===== src/adpa_pkg.sv =====
`default_nettype none
package adpa_pkg;

  // Ring geometry; depth must be a power of two (mean is a shift)
  localparam int RING_DEPTH = 16;
  localparam int RING_AW    = $clog2(RING_DEPTH);
  localparam int MEM_AW     = RING_AW + 1;
  localparam int MEM_DEPTH  = 2 * RING_DEPTH;
  localparam int SAMPLE_W   = 16;
  localparam int SUM_W      = SAMPLE_W + RING_AW;

  // Configuration port
  localparam int CFG_IDX_W  = 1;
  localparam int CFG_DATA_W = 8;
  localparam logic [CFG_IDX_W-1:0] REG_CLOCK = 1'd0;
  localparam logic [CFG_IDX_W-1:0] REG_SETUP = 1'd1;
  localparam logic [7:0] CLOCK_RESET = 8'd13;
  localparam logic [7:0] SETUP_RESET = 8'h44;

  // Converter command bytes
  localparam logic [5:0] DATA_CMD_BASE  = 6'h38;
  localparam logic [5:0] CLOCK_CMD_BASE = 6'h20;
  localparam logic [4:0] SETUP_CMD_BASE = 5'h10;

  typedef struct packed {
    logic [7:0]          status_byte;
    logic [SAMPLE_W-1:0] sample;
  } poll_word_t;

  typedef struct packed {
    logic                accepted;
    logic                sample_channel;
    logic [5:0]          data_cmd;
    logic [SAMPLE_W-1:0] avg_ch0;
    logic [SAMPLE_W-1:0] avg_ch1;
    logic                avg_updated;
    logic                next_channel;
    logic [5:0]          clock_reg_cmd;
    logic [7:0]          clock_value;
    logic [4:0]          setup_reg_cmd;
    logic [7:0]          setup_value;
  } result_word_t;

  // Averager status toward the sequencer
  typedef struct packed {
    logic                done;
    logic [SAMPLE_W-1:0] avg0;
    logic [SAMPLE_W-1:0] avg1;
  } avg_status_t;

endpackage
`default_nettype wire


===== src/adpa_ring_mem.sv =====
`default_nettype none
module adpa_ring_mem
  import adpa_pkg::*;
(
  input  wire logic                clk,
  input  wire logic                rst,
  input  wire logic                we,
  input  wire logic [MEM_AW-1:0]   waddr,
  input  wire logic [SAMPLE_W-1:0] wdata,
  input  wire logic [RING_AW-1:0]  raddr,
  output      logic [SAMPLE_W-1:0] rdata0,
  output      logic [SAMPLE_W-1:0] rdata1
);

  // Both rings in one array: address = {channel, slot}
  logic [SAMPLE_W-1:0]  mem [MEM_DEPTH];
  logic [MEM_DEPTH-1:0] valid;

  always_ff @(posedge clk) begin
    if (we) begin
      mem[waddr] <= wdata;
    end
  end

  always_ff @(posedge clk) begin
    if (rst) begin
      valid <= '0;
    end else if (we) begin
      valid[waddr] <= 1'b1;
    end
  end

  // Unwritten entries read as the reset value (zero)
  always_ff @(posedge clk) begin
    rdata0 <= valid[{1'b0, raddr}] ? mem[{1'b0, raddr}] : '0;
    rdata1 <= valid[{1'b1, raddr}] ? mem[{1'b1, raddr}] : '0;
  end

endmodule
`default_nettype wire


===== src/adpa_avg_unit.sv =====
`default_nettype none
module adpa_avg_unit
  import adpa_pkg::*;
(
  input  wire logic                clk,
  input  wire logic                rst,
  input  wire logic                start,
  input  wire logic [SAMPLE_W-1:0] rdata0,
  input  wire logic [SAMPLE_W-1:0] rdata1,
  output      logic [RING_AW-1:0]  raddr,
  output      avg_status_t         status
);

  localparam logic [RING_AW-1:0] IDX_LAST = RING_AW'(RING_DEPTH - 1);

  logic                busy;
  logic [RING_AW-1:0]  idx;
  logic                rd_v;
  logic                rd_last;
  logic [SUM_W-1:0]    sum0;
  logic [SUM_W-1:0]    sum1;
  logic [SUM_W-1:0]    sum0_next;
  logic [SUM_W-1:0]    sum1_next;
  logic                done;
  logic [SAMPLE_W-1:0] avg0;
  logic [SAMPLE_W-1:0] avg1;

  assign raddr     = idx;
  assign sum0_next = sum0 + SUM_W'(rdata0);
  assign sum1_next = sum1 + SUM_W'(rdata1);

  always_ff @(posedge clk) begin
    if (rst) begin
      busy    <= 1'b0;
      idx     <= '0;
      rd_v    <= 1'b0;
      rd_last <= 1'b0;
      done    <= 1'b0;
      avg0    <= '0;
      avg1    <= '0;
    end else begin
      done    <= 1'b0;
      // read data comes from a registered memory port, so it trails the address
      rd_v    <= busy;
      rd_last <= busy && (idx == IDX_LAST);
      if (start) begin
        busy <= 1'b1;
        idx  <= '0;
      end else if (busy) begin
        idx <= idx + 1'b1;
        if (idx == IDX_LAST) begin
          busy <= 1'b0;
        end
      end
      if (rd_last) begin
        avg0 <= sum0_next[RING_AW +: SAMPLE_W];
        avg1 <= sum1_next[RING_AW +: SAMPLE_W];
        done <= 1'b1;
      end
    end
  end

  always_ff @(posedge clk) begin
    if (start) begin
      sum0 <= '0;
      sum1 <= '0;
    end else if (rd_v) begin
      sum0 <= sum0_next;
      sum1 <= sum1_next;
    end
  end

  assign status.done = done;
  assign status.avg0 = avg0;
  assign status.avg1 = avg1;

endmodule
`default_nettype wire


===== src/dual_channel_adc_poll_average_top.sv =====
`default_nettype none
// Channel   Handshake                 Word
// poll      poll_valid / poll_stall   poll_word_t   (status_byte, sample)
// result    result_valid / result_stall result_word_t (averages, command bytes)
// config    cfg_we, cfg_index         cfg_data      (clock_setting, setup_setting)
//
// One poll word at a time. Not-ready polls and stores without an average
// update go straight to the emit state, and the next poll word can be taken
// once the result word is loaded into the output register. A store that
// triggers an update first runs a 16-address sweep of the ring memory (both
// rings read in parallel), then emits its result word.
// Reset (rst, synchronous) clears channel, slot, averages, settings and the
// ring valid bits. A result waiting under result_stall does not block the
// next poll word; the block holds a finished result until the register frees.
module dual_channel_adc_poll_average_top
  import adpa_pkg::*;
(
  input  wire logic                  clk,
  input  wire logic                  rst,
  input  wire logic                  poll_valid,
  output      logic                  poll_stall,
  input  wire poll_word_t            poll_word,
  output      logic                  result_valid,
  input  wire logic                  result_stall,
  output      result_word_t          result_word,
  input  wire logic                  cfg_we,
  input  wire logic [CFG_IDX_W-1:0]  cfg_index,
  input  wire logic [CFG_DATA_W-1:0] cfg_data
);

  localparam logic [1:0] ST_IDLE = 2'd0;
  localparam logic [1:0] ST_SUM  = 2'd1;
  localparam logic [1:0] ST_EMIT = 2'd2;

  localparam logic [RING_AW-1:0] SLOT_LAST = RING_AW'(RING_DEPTH - 1);

  logic [1:0]         state;
  logic [1:0]         state_next;
  logic               cur_ch;
  logic [RING_AW-1:0] slot;
  logic [7:0]         clock_setting;
  logic [7:0]         setup_setting;

  // per-item result info, held until the output register frees
  logic res_acc;
  logic res_ch;
  logic res_nxt;
  logic res_upd;

  logic               poll_take;
  logic               ready;
  logic [RING_AW-1:0] slot_inc;
  logic               update;
  logic               out_free;

  logic [SAMPLE_W-1:0] rdata0;
  logic [SAMPLE_W-1:0] rdata1;
  logic [RING_AW-1:0]  raddr;
  avg_status_t         avg_st;

  assign poll_stall = (state != ST_IDLE);
  assign poll_take  = poll_valid && !poll_stall;
  assign ready      = !poll_word.status_byte[0];
  assign slot_inc   = (slot == SLOT_LAST) ? '0 : slot + 1'b1;
  // averages refresh after a channel-1 store that lands on an odd slot (the advanced slot is even)
  assign update     = ready && cur_ch && !slot_inc[0];
  assign out_free   = !result_valid || !result_stall;

  // Write lands at the accept edge that starts the sweep; memory reads are
  // registered after it, so the new sample is visible to the sum (no bypass).
  adpa_ring_mem u_mem (
    .clk    (clk),
    .rst    (rst),
    .we     (poll_take && ready),
    .waddr  ({cur_ch, slot}),
    .wdata  (poll_word.sample),
    .raddr  (raddr),
    .rdata0 (rdata0),
    .rdata1 (rdata1)
  );

  adpa_avg_unit u_avg (
    .clk    (clk),
    .rst    (rst),
    .start  (poll_take && update),
    .rdata0 (rdata0),
    .rdata1 (rdata1),
    .raddr  (raddr),
    .status (avg_st)
  );

  // config decode
  always_ff @(posedge clk) begin
    if (rst) begin
      clock_setting <= CLOCK_RESET;
      setup_setting <= SETUP_RESET;
    end else if (cfg_we) begin
      unique case (cfg_index)
        REG_CLOCK: clock_setting <= cfg_data;
        REG_SETUP: setup_setting <= cfg_data;
        default: ;
      endcase
    end
  end

  always_comb begin
    state_next = state;
    unique case (state)
      ST_IDLE: begin
        if (poll_take) begin
          state_next = update ? ST_SUM : ST_EMIT;
        end
      end
      ST_SUM: begin
        if (avg_st.done) begin
          state_next = ST_EMIT;
        end
      end
      ST_EMIT: begin
        if (out_free) begin
          state_next = ST_IDLE;
        end
      end
      default: state_next = ST_IDLE;
    endcase
  end

  always_ff @(posedge clk) begin
    if (rst) begin
      state  <= ST_IDLE;
      cur_ch <= 1'b0;
      slot   <= '0;
    end else begin
      state <= state_next;
      if (poll_take && ready) begin
        cur_ch <= !cur_ch;
        if (cur_ch) begin
          slot <= slot_inc;
        end
      end
    end
  end

  always_ff @(posedge clk) begin
    if (poll_take) begin
      res_acc <= ready;
      res_ch  <= cur_ch;
      res_nxt <= ready ? !cur_ch : cur_ch;
      res_upd <= update;
    end
  end

  // output register
  always_ff @(posedge clk) begin
    if (rst) begin
      result_valid <= 1'b0;
    end else if ((state == ST_EMIT) && out_free) begin
      result_valid <= 1'b1;
    end else if (result_valid && !result_stall) begin
      result_valid <= 1'b0;
    end
  end

  always_ff @(posedge clk) begin
    if ((state == ST_EMIT) && out_free) begin
      result_word.accepted       <= res_acc;
      result_word.sample_channel <= res_ch;
      result_word.data_cmd       <= DATA_CMD_BASE + 6'(res_ch);
      result_word.avg_ch0        <= avg_st.avg0;
      result_word.avg_ch1        <= avg_st.avg1;
      result_word.avg_updated    <= res_upd;
      result_word.next_channel   <= res_nxt;
      result_word.clock_reg_cmd  <= CLOCK_CMD_BASE + 6'(res_nxt);
      result_word.clock_value    <= clock_setting;
      result_word.setup_reg_cmd  <= SETUP_CMD_BASE + 5'(res_nxt);
      result_word.setup_value    <= setup_setting;
    end
  end

  // after a poll word is taken, the next is held off until its result is registered
  a_one_in_flight: assert property (@(posedge clk) disable iff (rst)
    poll_take |=> poll_stall)
    else $error("poll word accepted while another is in flight");

  a_done_in_sum: assert property (@(posedge clk) disable iff (rst)
    avg_st.done |-> (state == ST_SUM))
    else $error("averager finished outside the sum phase");

  a_upd_on_ch1: assert property (@(posedge clk) disable iff (rst)
    result_valid |-> (!result_word.avg_updated
                      || (result_word.accepted && result_word.sample_channel)))
    else $error("average update without a stored channel-1 sample");

  a_ch_toggle: assert property (@(posedge clk) disable iff (rst)
    (result_valid && result_word.accepted)
      |-> (result_word.next_channel != result_word.sample_channel))
    else $error("channel did not alternate after a stored sample");

endmodule
`default_nettype wire


===== config.mk =====
export PLATFORM = sky130hd
export DESIGN_NAME = dual_channel_adc_poll_average_top
export DESIGN_NICKNAME = d
export VERILOG_FILES = /design/src/adpa_pkg.sv /design/src/adpa_ring_mem.sv /design/src/adpa_avg_unit.sv /design/src/dual_channel_adc_poll_average_top.sv
export SDC_FILE = /design/constraint.sdc
export NUM_CORES = 1
export LEC_CHECK = 0
export BUFFER_PORTS_ARGS = -buffer_cell sky130_fd_sc_hd__buf_2
export CORE_MARGIN = 2
export CORE_UTILIZATION = 55
export CTS_CLUSTER_DIAMETER = 120
export DETAILED_ROUTE_END_ITERATION = 16
export GPL_ROUTABILITY_DRIVEN = 0
export HOLD_SLACK_MARGIN = 0.02
export PLACE_DENSITY_LB_ADDON = 0.12
export SYNTH_ARGS = -nofsm -noshare
export SYNTH_HDL_FRONTEND = slang
export SYNTH_SLANG_ARGS = --single-unit

===== constraint.sdc =====
create_clock -name clk -period 4 [get_ports clk]
set_input_delay 0.2 -clock clk [delete_from_list [all_inputs] [get_ports clk]]
set_output_delay 0.2 -clock clk [all_outputs]
set_load 0.005 [all_outputs]

==> qor.txt, run 1 <==
==================================================================================================
Post-Synthesis Cells ................................................................         1755
PortBufs ............................................................................           87
Leading post-synthesis cells by cell area ........................................... edfxtp_1, mux4_2, dfxtp_1, nor2_1, ha_1
Mean Syn Cell Area ..................................................................    16.7 um^2
Total of flip-flops plus latches after synthesis ....................................          736
Detailed Routing Iterations Pass 1 ..................................................            6
Hold depth ..........................................................................            5
Element type at the critical path start .............................................    flip-flop
Latest clock arrival within the worst-skew pair .....................................       610 ps
Primary flip-flop cell chosen by synthesis mapping ..................................     edfxtp_1
Remaining routing DRC violations ....................................................            0
Global routing met3 resource utilization ............................................        4.44%
H-tree levels .......................................................................            3
Effective utilization at floorplan ..................................................        55.8%
Number of buffers between clock root and the deepest sink ...........................            3
Number of antenna repair diodes .....................................................            0
Most prevalent standard cell on the critical path ...................................       nor2_2
Max transition margin ...............................................................        29.3%
Initial drt markers .................................................................         1581
Final worst hold slack ..............................................................      75.4 ps
Crit path from ......................................................................     state[1]
CTS tree ............................................................................        built
Layout fillers ......................................................................         3780
Ports ...............................................................................          109
Logic depth of the worst register-to-register path ..................................            5
Data arrival, critical path .........................................................      3190 ps
Number of buffers created by CTS ....................................................           75
Total track usage ...................................................................        22.4%
Resized cells post-CTS ..............................................................            0
Worst-case vdd ir drop ..............................................................       336 uV
Layout overhead on the synthesized area .............................................        13.1%
Hold path endpoint ..................................................................     state[0]
Area of the core region .............................................................   52700 um^2
DR vias .............................................................................        15.8k
Final design utilization ............................................................        63.1%
Antenna violations before repair ....................................................            5
GR met1 Demand/Resource .............................................................        31.5%
Number of setup violations in the final report ......................................            0
Hold Vio Cnt, Final .................................................................            0
Worst Tran Pin Value ................................................................      1060 ps
Antenna violation net count after detailed routing ..................................            0
Worst path cell trace ............................................................... or3b_1, nor2_2, nand2_1, nor2_2, buf_4
Overflow left after global routing ..................................................            0
Busiest layer in global routing .....................................................         met2
Worst R2R Setup Slack ...............................................................      1110 ps
Worst Hold Launch ...................................................................   poll_valid
Routed vias/inst ....................................................................         6.01
Clock transition time at the flip-flop clock pins of the worst setup and hold paths .        60 ps
Pins Over Slew Limit ................................................................            0
Required time at the worst-slack endpoint ...........................................      4300 ps
Wirelength, routed ..................................................................      61.6 mm
Max Clk Rate ........................................................................    0.346 GHz
Clock Skew ..........................................................................      17.6 ps
Wire length of the first global-routing pass ........................................      93.9 mm
Post-synthesis cell type with the largest combined area .............................     edfxtp_1
Type of the worst setup path ........................................................ flip-flop to flip-flop
Yosys Warn Count ....................................................................            0
Power density relative to cell area .................................................  478 nW/um^2
Area enclosed by the die boundary ...................................................   55300 um^2
Peak fanout along the critical path .................................................           10
Netlist Area Pre-Place ..............................................................   29400 um^2
Detailed placer's ending HPWL .......................................................      35.5 mm
Average wire per cell in the routed design ..........................................      23.4 um
Die X-Extent ........................................................................       235 um
Post-synth cell types ...............................................................           74
Pleak ...............................................................................    0.0110 uW
Slowest-stage cell, CP ..............................................................       nor2_2
Post-route minimum period ...........................................................      2890 ps
Maximum cell stage delay along the critical path ....................................       610 ps
Via count of the first global-routing pass ..........................................        15.7k
Clock Sinks .........................................................................          736
Chip Height .........................................................................       235 um
Reg-to-reg critical path startpoint .................................................     state[1]
Post-route clock period utilization .................................................        72.2%
Total Negative Setup Slacks .........................................................         0 ps
Number of placement rows ............................................................           84
Result of the run ...................................................................    completed
Critical Path End Type ..............................................................    flip-flop
Type of the tightest min-delay check ................................................ input port to flip-flop
Sequential element share of the synthesized area ....................................        69.5%
Crit Reg-Reg Endpoint ............................................................... u_mem.mem[1][10]
Setup repair after global routing missed its margin .................................        false
Clock root buffer ...................................................................    clkbuf_16
Number of max-cap violations ........................................................            0
Ratio of cells with drive above 1 in the final layout ...............................        24.2%
Met2 Use GR .........................................................................        35.9%
Area share of the leading cell type in the synthesized netlist ......................        58.1%
Number of nets in the final layout ..................................................         1965
Pin count of the biggest net entering global routing ................................           98
Number of synthesized flops with an enable pin ......................................          568
Proportion of synthesized flip-flops having asynchronous set or reset ...............           0%
==================================================================================================
-- worst max path at each step --
stage / endpoint / slack, ps / cells past startpoint
floorplan: result_word[0] / 480 / 2
global placement: u_mem.mem[1][15] / 1090 / 5
detailed placement: u_mem.mem[1][15] / 1060 / 5
CTS: u_mem.mem[1][9] / 1050 / 5
global route: u_mem.mem[1][9] / 890 / 5
finish: u_mem.mem[1][10] / 1110 / 5
-- cell families (layout without fill, tap and decap cells) --
group / Yosys count / in the layout / share of synthesized area (%)
AO/OA/AOI/OAI: 207 / 207 / 4.90
XOR/XNOR: 22 / 22 / 0.656
adder cells (fa/ha/maj): 40 / 40 / 1.76
buffers and inverters: 127 / 309 / 2.35
flip-flops: 736 / 736 / 69.5
multiplexers: 198 / 198 / 13.9
other: 2 / 14 / 0.0256
AND/OR/NAND/NOR: 423 / 423 / 6.86
-- metal layers --
layer | routed length [um] | share of wire, %
met1 | 26400 | 43
met2 | 29700 | 48
met3 | 4050 | 6.6
met4 | 1490 | 2.4
met5 | 30 | 0.049
-- worst max-delay path, delay by kind of cell, from the launching register on --
family	cells	cell delay (ps)
simple gates	4	1930
flops	1	340
buf+inv	1	310
-- repair_timing --
| item | CTS | global route |
|---|---|---|
| hold buffers | 13 | 0 |
| endpoints found under the hold margin | 23 | 0 |
| setup buffers | 0 | 0 |
-- state kept, by name, indices dropped and copies added, names as in the netlist, 16 cells and up --
name and cells:
u_mem.mem 512, result_word 52, u_mem.valid 32, u_avg.sum0 20, u_avg.sum1 20, u_avg.avg0 16, u_avg.avg1 16, u_mem.rdata0 16
u_mem.rdata1 16
-- per-stage QoR --
stage,std cells,setup slack [ps],area [um^2],total power (uW)
3_3_place_gp,2485,1090,30700,9140
6_report,2637,1110,33200,15900
4_1_cts,2637,1050,33200,16000
5_1_grt,2637,893,33200,16400
2_1_floorplan,1767,479,29400,8940
3_5_place_dp,2485,1060,30700,9170
-- cells in the mapped netlist, types with 4 or more instances --
master and count:
edfxtp_1 568, dfxtp_1 168, mux4_2 168, nor2_1 143, nand2_1 105, a21oi_1 63, clkbuf_1 43, ha_1 38
nor2b_1 37, nand3_1 30, mux2i_1 28, o21ai_0 28, nor3_1 27, buf_4 19, buf_2 18, a21o_1 16
buf_6 16, inv_1 16, o21a_1 16, nor4_1 14, buf_1 13, xnor2_1 13, a211oi_1 9, a311o_1 9
nor3b_1 9, xor2_1 9, nand2b_1 8, nand4_1 7, or3_1 7, and3_1 6, and4_1 6, o22ai_1 6
a31oi_1 5, nand3b_1 5, o21bai_1 5, a21oi_2 4, o211a_1 4, o211ai_1 4
-- area by class of cell --
type                    count  area [um^2]  area share [%]
flip-flops and latches    736        20400            61.5
multi-input cells         904         8390            25.3
clock buffers             108         2100            6.34
repair buffers            152         1030            3.11
well taps                 688          861            2.59
clock inverters            31          310           0.935
inverters                  18         67.6           0.204
-- power by group --
group          total [uW]  switching (uW)  internal [uW]  leakage, uW
sequential           8370            45.7           8320      0.00650
clock                6850            2850           4010      0.00118
combinational         646             425            221      0.00332
-- cells in the final DEF (no fill, tap or decap), drive strengths merged, types with 13 or more instances in the layout --
master,netlist,final
nor4,14,14
mux4,168,168
edfxtp,568,568
conb,2,14
nand3,30,30
ha,38,38
mux2i,28,28
clkinv,2,24
xnor2,13,13
buf,66,139
o21ai,31,31
dlygate4sd3,0,13
a21o,16,16
nor2,144,144
dfxtp,168,168
a21oi,68,68
o21a,16,16
clkbuf,43,108
nand2,106,106
nor2b,37,37
inv,16,19
nor3,27,27
Note: power is estimated with default switching activity, not from simulation.
==> run 2, diff against run 1 <==
Settings changed: ABC_AREA set to 1.
Clock period 4 ns to 2.7 ns, I/O delays scaled along.
==> run 2 against run 1 <==
Routed wire length up 14%. Cell count up 40%. Clock power up 46%. Register-to-register slack worse by 670 ps. Critical endpoint is now u_mem.mem[21][10].
==> qor.txt, run 2 <==
==================================================================================================
Share of synthesized cell area in full adder, half adder and majority cells .........        1.71%
Largest Register ....................................................................    u_mem.mem
Clock Sinks .........................................................................          736
Wire length of the first global-routing pass ........................................       108 mm
Simple-gate share of the synthesized area ...........................................        14.6%
Logic depth of the worst register-to-register path ..................................            8
Total area of sequential cells ......................................................   20400 um^2
Sequential element share of the synthesized area ....................................        67.6%
Post-route clock period utilization .................................................        83.5%
Via count of the first global-routing pass ..........................................        19.7k
Area enclosed by the die boundary ...................................................   56800 um^2
Total of flip-flops plus latches after synthesis ....................................          736
Hold depth ..........................................................................            1
Most prevalent standard cell on the critical path ...................................      nand2_1
Hold Vio Cnt, Final .................................................................            0
Final worst hold slack ..............................................................      87.5 ps
Leading post-synthesis cells by cell area ........................................... edfxtp_1, dfxtp_1, nor2_1, o21ai_0, nand2_1
Max Clk Rate ........................................................................    0.444 GHz
Switching part of the total power ...................................................        20.5%
Part of the total power dissipated in the clock network .............................        43.4%
Portion of total power attributed to combinational logic ............................         2.9%
Worst Hold Launch ................................................................... poll_word[11]
Switching power of the nets .........................................................      4730 uW
Total power draw ....................................................................     23000 uW
Post-Synthesis Cells ................................................................         2813
Area of combinational cells with multiple inputs ....................................    8140 um^2
Area of the core region .............................................................   54000 um^2
Post-route minimum period ...........................................................      2250 ps
Max reg flops .......................................................................          512
Layout overhead on the synthesized area .............................................        12.6%
Type of the tightest min-delay check ................................................ input port to flip-flop
Worst path cell trace ............................................................... inv_1, nand2_1, nor2_2, nand2_1, inv_1, nand2_1, nor2_1, buf_4
Effective utilization at floorplan ..................................................        55.9%
Number of synthesized flops with an enable pin ......................................          568
Area share of the leading cell type in the synthesized netlist ......................        56.4%
Slowest-stage cell, CP ..............................................................        buf_4
Detailed Routing Iterations Pass 1 ..................................................            5
Number of setup violations in the final report ......................................            0
Ratio of cells with drive above 1 in the final layout ...............................        9.74%
Die X-Extent ........................................................................       238 um
Total track usage ...................................................................        24.9%
Top cell types by occurrence after synthesis ........................................ edfxtp_1, nor2_1, nand2_1, o21ai_0, inv_1
Average wire per cell in the routed design ..........................................      19.0 um
Part of the power in registers ......................................................        53.7%
Number of buffers created by CTS ....................................................           76
Pin count of the biggest net entering global routing ................................           73
Most frequent standard cell in the layout excluding fill and tap cells ..............     edfxtp_1
Number of buffers between clock root and the deepest sink ...........................            3
Proportion of synthesized flip-flops having asynchronous set or reset ...............           0%
Dominant combinational cell family by area after synthesis .......................... simple AND/OR/NAND/NOR gates
Detailed placer's ending HPWL .......................................................      41.2 mm
Chip Height .........................................................................       238 um
Required time at the worst-slack endpoint ...........................................      2970 ps
Routed vias/inst ....................................................................         5.55
Yosys Warn Count ....................................................................            0
Layout fillers ......................................................................         4263
Peak fanout along the critical path .................................................           17
Number of nets in the final layout ..................................................         3006
Ports ...............................................................................          109
Clock root buffer ...................................................................    clkbuf_16
Reg-to-reg critical path startpoint .................................................     state[0]
Wirelength, routed ..................................................................      70.2 mm
DR vias .............................................................................        20.4k
Remaining routing DRC violations ....................................................            0
Number of max-cap violations ........................................................            0
Total Negative Setup Slacks .........................................................         0 ps
Worst Tran Pin Value ................................................................      1040 ps
Worst R2R Setup Slack ...............................................................       450 ps
Share of the synthesized netlist area taken by xor and xnor gates ...................       0.493%
PortBufs ............................................................................           87
Compound-gate portion of the synthesized area .......................................        9.94%
Max transition margin ...............................................................        30.5%
Clock Skew ..........................................................................      22.5 ps
Number of placement rows ............................................................           85
H-tree levels .......................................................................            3
Result of the run ...................................................................    completed
CTS tree ............................................................................        built
Critical Path End Type ..............................................................    flip-flop
Crit Reg-Reg Endpoint ............................................................... u_mem.mem[21][10]
Mean Syn Cell Area ..................................................................    10.7 um^2
Type of the worst setup path ........................................................ flip-flop to flip-flop
Setup repair after global routing missed its margin .................................        false
Data arrival, critical path .........................................................      2530 ps
Top flop regs ....................................................................... u_mem.mem x512, result_word x52, u_mem.valid x32
Most frequently used cell type in the post-synthesis netlist ........................     edfxtp_1
Antenna violations before repair ....................................................            1
Overflow left after global routing ..................................................            0
Commonest cells after routing, fill and taps aside .................................. edfxtp_1, nor2_1, nand2_1, o21ai_0, inv_1
Pleak ...............................................................................    0.0133 uW
Worst-case vdd ir drop ..............................................................       458 uV
Antenna violation net count after detailed routing ..................................            0
Share of cell area taken by muxes after synthesis ...................................           0%
Hold path endpoint .................................................................. u_mem.mem[3][11]
Maximum cell stage delay along the critical path ....................................       320 ps
Internal cell power .................................................................     18300 uW
Clock transition time at the flip-flop clock pins of the worst setup and hold paths .        60 ps
Post-synthesis cell type with the largest combined area .............................     edfxtp_1
Primary flip-flop cell chosen by synthesis mapping ..................................     edfxtp_1
Netlist Area Pre-Place ..............................................................   30200 um^2
Element type at the critical path start .............................................    flip-flop
Latest clock arrival within the worst-skew pair .....................................       610 ps
Number of antenna repair diodes .....................................................            0
Post-synth cell types ...............................................................           35
Resized cells post-CTS ..............................................................            0
Power density relative to cell area .................................................  677 nW/um^2
Initial drt markers .................................................................         1927
Pins Over Slew Limit ................................................................            0
==================================================================================================
run 2: cells by family after synthesis:
| kind of cell | after synthesis |
|---|---|
| and+or+nand+nor | 1098 |
| DFF | 736 |
| AOI/OAI and AO/OA | 541 |
| buffers and inverters | 379 |
| adders and majority gates | 40 |
| xor gates and xnor gates | 17 |
| other | 2 |
run 2: power by group through the flow:
stage	combinational [uW]	sequential (uW)	clock (uW)
finish	675	12400	9980
global route	756	12400	10600
CTS	675	12400	10200
detailed placement	654	12600	0
global placement	634	12600	0
floorplan	350	12600	0
run 2: worst max-delay path, delay by kind of cell, from the launching register on:
family,cells,cell delay [ps]
buf+inv,3,600
flops,1,310
simple gates,5,1000
run 2: through the flow:
stage          util [%]  setup slack [ps]  instances  cell area (um^2)
6_report           62.9               447       3685             34000
5_1_grt            62.9               262       3685             34000
4_1_cts            62.9               446       3685             34000
3_5_place_dp       58.2               467       3529             31500
2_1_floorplan         -               397       2825             30300
3_3_place_gp       58.2               515       3529             31500
run 2: worst max-delay path by stage:
stage               startpoint                 to  slack [ps]  cells after the start
finish                state[0]  u_mem.mem[21][10]         450                      8
global route          state[1]    u_mem.mem[9][7]         260                      8
CTS                   state[0]  u_mem.mem[21][10]         450                      8
floorplan             state[1]     result_word[0]         400                      4
detailed placement    state[0]  u_mem.mem[21][13]         470                      8
global placement      state[1]   u_mem.mem[26][7]         510                      8
run 2: per-layer routing:
| layer | global-route usage (%) | vias to the layer above | share of wire, % |
|---|---|---|---|
| met3 | 4.59 | 122 | 6.8 |
| met4 | 9.83 | 2 | 3.0 |
| met1 | 32.9 | 9812 | 42 |
| li1 | - | 9874 | - |
| met5 | 0 | - | 0.019 |
| met2 | 41.1 | 639 | 48 |
run 2: repair_timing:
action	in CTS	in global routing
setup buffers	0	0
endpoints found under the setup margin	0	0
hold buffers	17	0
endpoints found under the hold margin	24	0
run 2: cell type report:
class                      instances  share of cell area (%)
sequential                       736                    60.1
inverter                         226                    2.51
clock inverter                    32                   0.762
clock buffer                     107                    6.24
tap                              696                    2.56
multi-input combinational       1710                    23.9
timing repair buffer             178                    3.93
